**config.mk**
```make
export PLATFORM = sky130hd
export DESIGN_NAME = rst_out
export DESIGN_NICKNAME = d
export VERILOG_FILES = /design/src/rtl/rst_pkg.sv /design/src/rtl/rst_out.sv
export SDC_FILE = /design/constraint.sdc
export NUM_CORES = 1
export LEC_CHECK = 0
export CAP_MARGIN = 15
export CORE_ASPECT_RATIO = 0.7
export CORE_MARGIN = 10
export CORE_UTILIZATION = 23
export CTS_CLUSTER_DIAMETER = 120
export DETAILED_ROUTE_END_ITERATION = 16
export DONT_BUFFER_PORTS = 1
export SLEW_MARGIN = 20
export SYNTH_ARGS = -nofsm -noshare
export SYNTH_HDL_FRONTEND = slang
export SYNTH_SLANG_ARGS = --single-unit
export TNS_END_PERCENT = 20
```
**constraint.sdc**
```tcl
create_clock -name clk -period 7.25 [get_ports clk]
set_input_delay 0.725 -clock clk [delete_from_list [all_inputs] [get_ports clk]]
set_output_delay 0.725 -clock clk [all_outputs]
set_load 0.1 [all_outputs]
```
**src/rtl/rst_pkg.sv**
```systemverilog
package rst_pkg;

  localparam int SESSION_COUNT = 1024;
  localparam int ID_BYTES      = 8;
  localparam int IDX_W         = (SESSION_COUNT > 1) ? $clog2(SESSION_COUNT) : 1;
  localparam int CNT_W         = $clog2(SESSION_COUNT + 1);

  localparam logic [63:0] ID_MASK = 64'hFFFF_FFFF_FFFF_FFFF >> (64 - 8 * ID_BYTES);

  localparam logic [15:0] TIMEOUT_RESET = 16'd120;
  localparam logic [15:0] DELAY_RESET   = 16'd200;

  localparam logic [2:0] OP_HELLO = 3'd0;
  localparam logic [2:0] OP_KEEP  = 3'd1;
  localparam logic [2:0] OP_DATA  = 3'd2;
  localparam logic [2:0] OP_BYE   = 3'd3;
  localparam logic [2:0] OP_TICK  = 3'd4;

  localparam logic [2:0] KIND_ACK   = 3'd0;
  localparam logic [2:0] KIND_INFO  = 3'd1;
  localparam logic [2:0] KIND_FWD   = 3'd2;
  localparam logic [2:0] KIND_DROP  = 3'd3;
  localparam logic [2:0] KIND_SFULL = 3'd4;
  localparam logic [2:0] KIND_TFULL = 3'd5;

  typedef struct packed {
    logic        v;
    logic [31:0] ip;
    logic [15:0] port;
    logic [31:0] seen;
  } slot_t;

  typedef struct packed {
    logic        sv;
    logic [63:0] key;
    slot_t       s0;
    slot_t       s1;
  } entry_t;

  typedef struct packed {
    logic [2:0]  kind;
    logic [31:0] dip;
    logic [15:0] dport;
    logic [31:0] aip;
    logic [15:0] aport;
    logic [15:0] delay;
    logic        last;
  } res_t;

  typedef struct packed {
    logic [15:0] timeout;
    logic [15:0] delay;
  } cfg_t;

  function automatic res_t mk_res(logic [2:0] kind, logic [31:0] dip, logic [15:0] dport,
                                  logic [31:0] aip, logic [15:0] aport, logic [15:0] delay);
    res_t r;
    r.kind  = kind;
    r.dip   = dip;
    r.dport = dport;
    r.aip   = aip;
    r.aport = aport;
    r.delay = delay;
    r.last  = 1'b0;
    return r;
  endfunction

endpackage

```
**src/rtl/rst_out.sv**
```systemverilog
module rst_out import rst_pkg::*; (
  input  logic        clk,
  input  logic        rst,
  input  logic        push,
  input  res_t        push_data,
  output logic        full,
  output logic        out_valid,
  input  logic        out_stall,
  output res_t        out_res
);

  res_t       q [4];
  logic [1:0] wptr;
  logic [1:0] rptr;
  logic [2:0] count;
  logic       pop;

  assign full      = (count == 3'd4);
  assign out_valid = (count != 3'd0);
  assign pop       = out_valid && !out_stall;
  assign out_res   = q[rptr];

  always_ff @(posedge clk) begin
    if (push && !full) begin
      q[wptr] <= push_data;
    end
  end

  always_ff @(posedge clk) begin
    if (rst) begin
      wptr  <= 2'd0;
      rptr  <= 2'd0;
      count <= 3'd0;
    end else begin
      if (push && !full) begin
        wptr <= wptr + 2'd1;
      end
      if (pop) begin
        rptr <= rptr + 2'd1;
      end
      count <= count + {2'd0, push && !full} - {2'd0, pop};
    end
  end

endmodule

```
==> results.md <==
* Status: completed
* Initial antenna violation count at 1
* DR pass1 iterations at 4
* Sequential share of the synthesized area at 82.2%
* Worst r2r src: count[1]$_SDFF_PP0_
* Crit Path Class: flop to output pin
* Slack of the worst reg-to-reg path at between 4 and 5 ns
* Highest Clock Rate at 255 MHz
* Mean post-synth cell area at 26.1 sq um
* Setup TNS at 0 ns
* Vert. Die Dim at 249 um
* Post-synthesis instance total at 658
* Total leakage power at 5.91 nW
* Vias in the first global route at a little over 7000
* Final count of pins violating max slew at 0
* Yosys Warn Count at 0
* Most frequent cells in the layout: edfxtp_1 (464), mux4_2 (116), clkbuf_16 (50), clkinvlp_4 (9)
* CTS root buf: clkbuf_16
* Commonest non-fill, non-tap cell in the layout: edfxtp_1
* Area of the die at about 86000 sq um
* Core box area at 73600 sq um
* Worst setup EP type: output pin
* Clock sinks at 473
* Unique masters post-synth at 21
* Initial DRC count at 442
* RSZ-0062 raised after global routing: false
* CTS max path bufs at 3
* Largest net degree at the start of global routing at 78
* RePlAce Congestion at about 0.76
* Synth-to-Final Area Change at 16.3%
* Routed Antenna Nets at 0
* Top-level I/O count at 238
* Routed vias at 6831
* # DRC at 0
* Register area at 14100 sq um
* First-pass GRT wire length at 51000 um
* Detail Placement HPWL at 21900 um
* Crit path time final at 3.93 ns
* Routed wire length at 35100 um
* Max Cap Viol at 0
* Clk pin slew, worst setup/hold paths at approximately 0.060 ns
* Nets at 815
* Worst hold start: rst
* Crit start category: flop
* Routed len/inst at 20.6 um
* Maximum vdd drop at between 0.3 and 0.4 mV
* Resize count post-CTS at 0
* Setup bufs post-CTS at 0
* # fillers at 7152
* CTS tree: built
* CTS Buf Count at between 40 and 50
* Required time worst endpoint at 6.52 ns
* Worst-Skew Late Latency at 0.56 ns
* WHS at 0.220 ns
* Cell Pwr Density at 450 nW/um^2
* Fraction of layout cells with a size suffix above 1 at 28.9%
* Clock Skews at 0.0165 ns
* Crit-path max FO at 60
* Via density at about 4
* Cells on Worst Hold Path at 1
* Syn nets at slightly below 800
* GRT Total Usage at 7.86%
* Area of the multi-input gates at 2890 sq um
* Final Non-Filler Cells at around 1700
* Syn Std Cell Area at 17200 sq um
* R2r endpoint: q[1][6]$_DFFE_PP_
* Post-CTS Hold Buffers at 0
* Worst EP arrival at 3.20 ns
* # rows at 83
* Placed Instances at 1616
* Relative slew slack at a little under a third
* Actual slew at the worst max-slew pin at 1.03 ns
* Final Cycle Share at between 50 and 60%
* Buffers on Ports at 0
* Ant diodes at 0
* Worst r2r path cells at 4
* Total power at ~9 mW
* Setup ws final at 3.32 ns
* Fin. Hold Viols at 0
* Flops & latches, synth at 473
* DP Worst Slack at 3.82 ns
* Total global routing overflow at 0
* Final setup fails at 0
* Die Wd at between 300 and 400 um
* Htree depth at 2
* Worst hold path type: input port to flop
* Initial Util at 23.3%
==> critical path, stage by stage, from the launching register on <==
cell     delay, ns
dfxtp_4       0.93
buf_4         0.81
mux4_2        0.78
==> worst max-delay path by stage <==
| stage | slack, ns | startpoint | to |
|---|---|---|---|
| CTS | 3.20 | flop | out_res[45] |
| finish | 3.32 | flop | out_res[93] |
| global route | 3.06 | flop | out_res[35] |
| global placement | 3.88 | push | q[1][6]$_DFFE_PP_ |
| floorplan | 1.88 | count[1]$_SDFF_PP0_ | q[0][0]$_DFFE_PP_ |
| detailed placement | 3.82 | push | q[3][23]$_DFFE_PP_ |
==> power breakdown <==
part,leakage [nW],internal [mW],total [mW],switching [mW]
Combinational,0.813,0.478,3.00,2.53
Sequential,4.32,3.32,3.46,0.132
Clock,0.773,1.51,2.53,1.02
==> cell type report <==
cell class,count,share of cell area (%)
flip-flops and latches,473,70.7
multi-input cells,151,14.5
clock buffers,55,6.35
well taps,977,6.12
clock inverters,30,1.80
repair buffers,8,0.451
inverters,7,0.132
==> per-layer routing <==
metal,vias to the layer above,part of all wire [%],global-route usage [%]
met3,50,13,4.79
li1,2885,-,-
met2,240,47,12.1
met4,2,2.0,2.42
met1,3654,38,9.07
met5,-,0.037,0
==> metrics by stage <==
stage	utilization [%]	cell area [sq um]
6_report	27.1	20000
5_1_grt	27.1	20000
4_1_cts	27.1	20000
3_5_place_dp	24.9	18400
3_3_place_gp	24.9	18400
2_1_floorplan	-	17200
==> cell usage after synthesis <==
cell	number	area share, %
a21oi_1	3	0.087
and2_1	5	0.18
buf_2	13	0.38
buf_6	6	0.39
clkbuf_1	8	0.17
dfxtp_1	9	1.0
edfxtp_1	464	81
fa_1	1	0.12
ha_1	6	0.44
inv_1	7	0.15
mux2_2	1	0.066
mux2i_1	1	0.058
mux4_2	116	15
nand2b_1	2	0.073
nor2_1	5	0.11
nor2b_1	2	0.073
nor3_1	2	0.058
nor3b_1	2	0.087
o21ai_0	2	0.058
or3_1	2	0.073
xor2_1	1	0.051
==> kinds of logic (layout without fill, tap and decap cells) <==
| family | Yosys count | count (layout) | synth area share [%] |
|---|---|---|---|
| buf+inv | 34 | 100 | 1.10 |
| compound gates | 5 | 5 | 0.146 |
| flops | 473 | 473 | 82.2 |
| simple gates | 20 | 20 | 0.656 |
| fa+ha+maj | 7 | 7 | 0.554 |
| mux | 118 | 118 | 15.3 |
| xor+xnor | 1 | 1 | 0.0510 |
==> registers in the layout (all words and copies together), names as in the netlist, named ones only <==
register	flops
q	464
count	3
rptr	2
wptr	2
(Power assumes the default switching activity.)
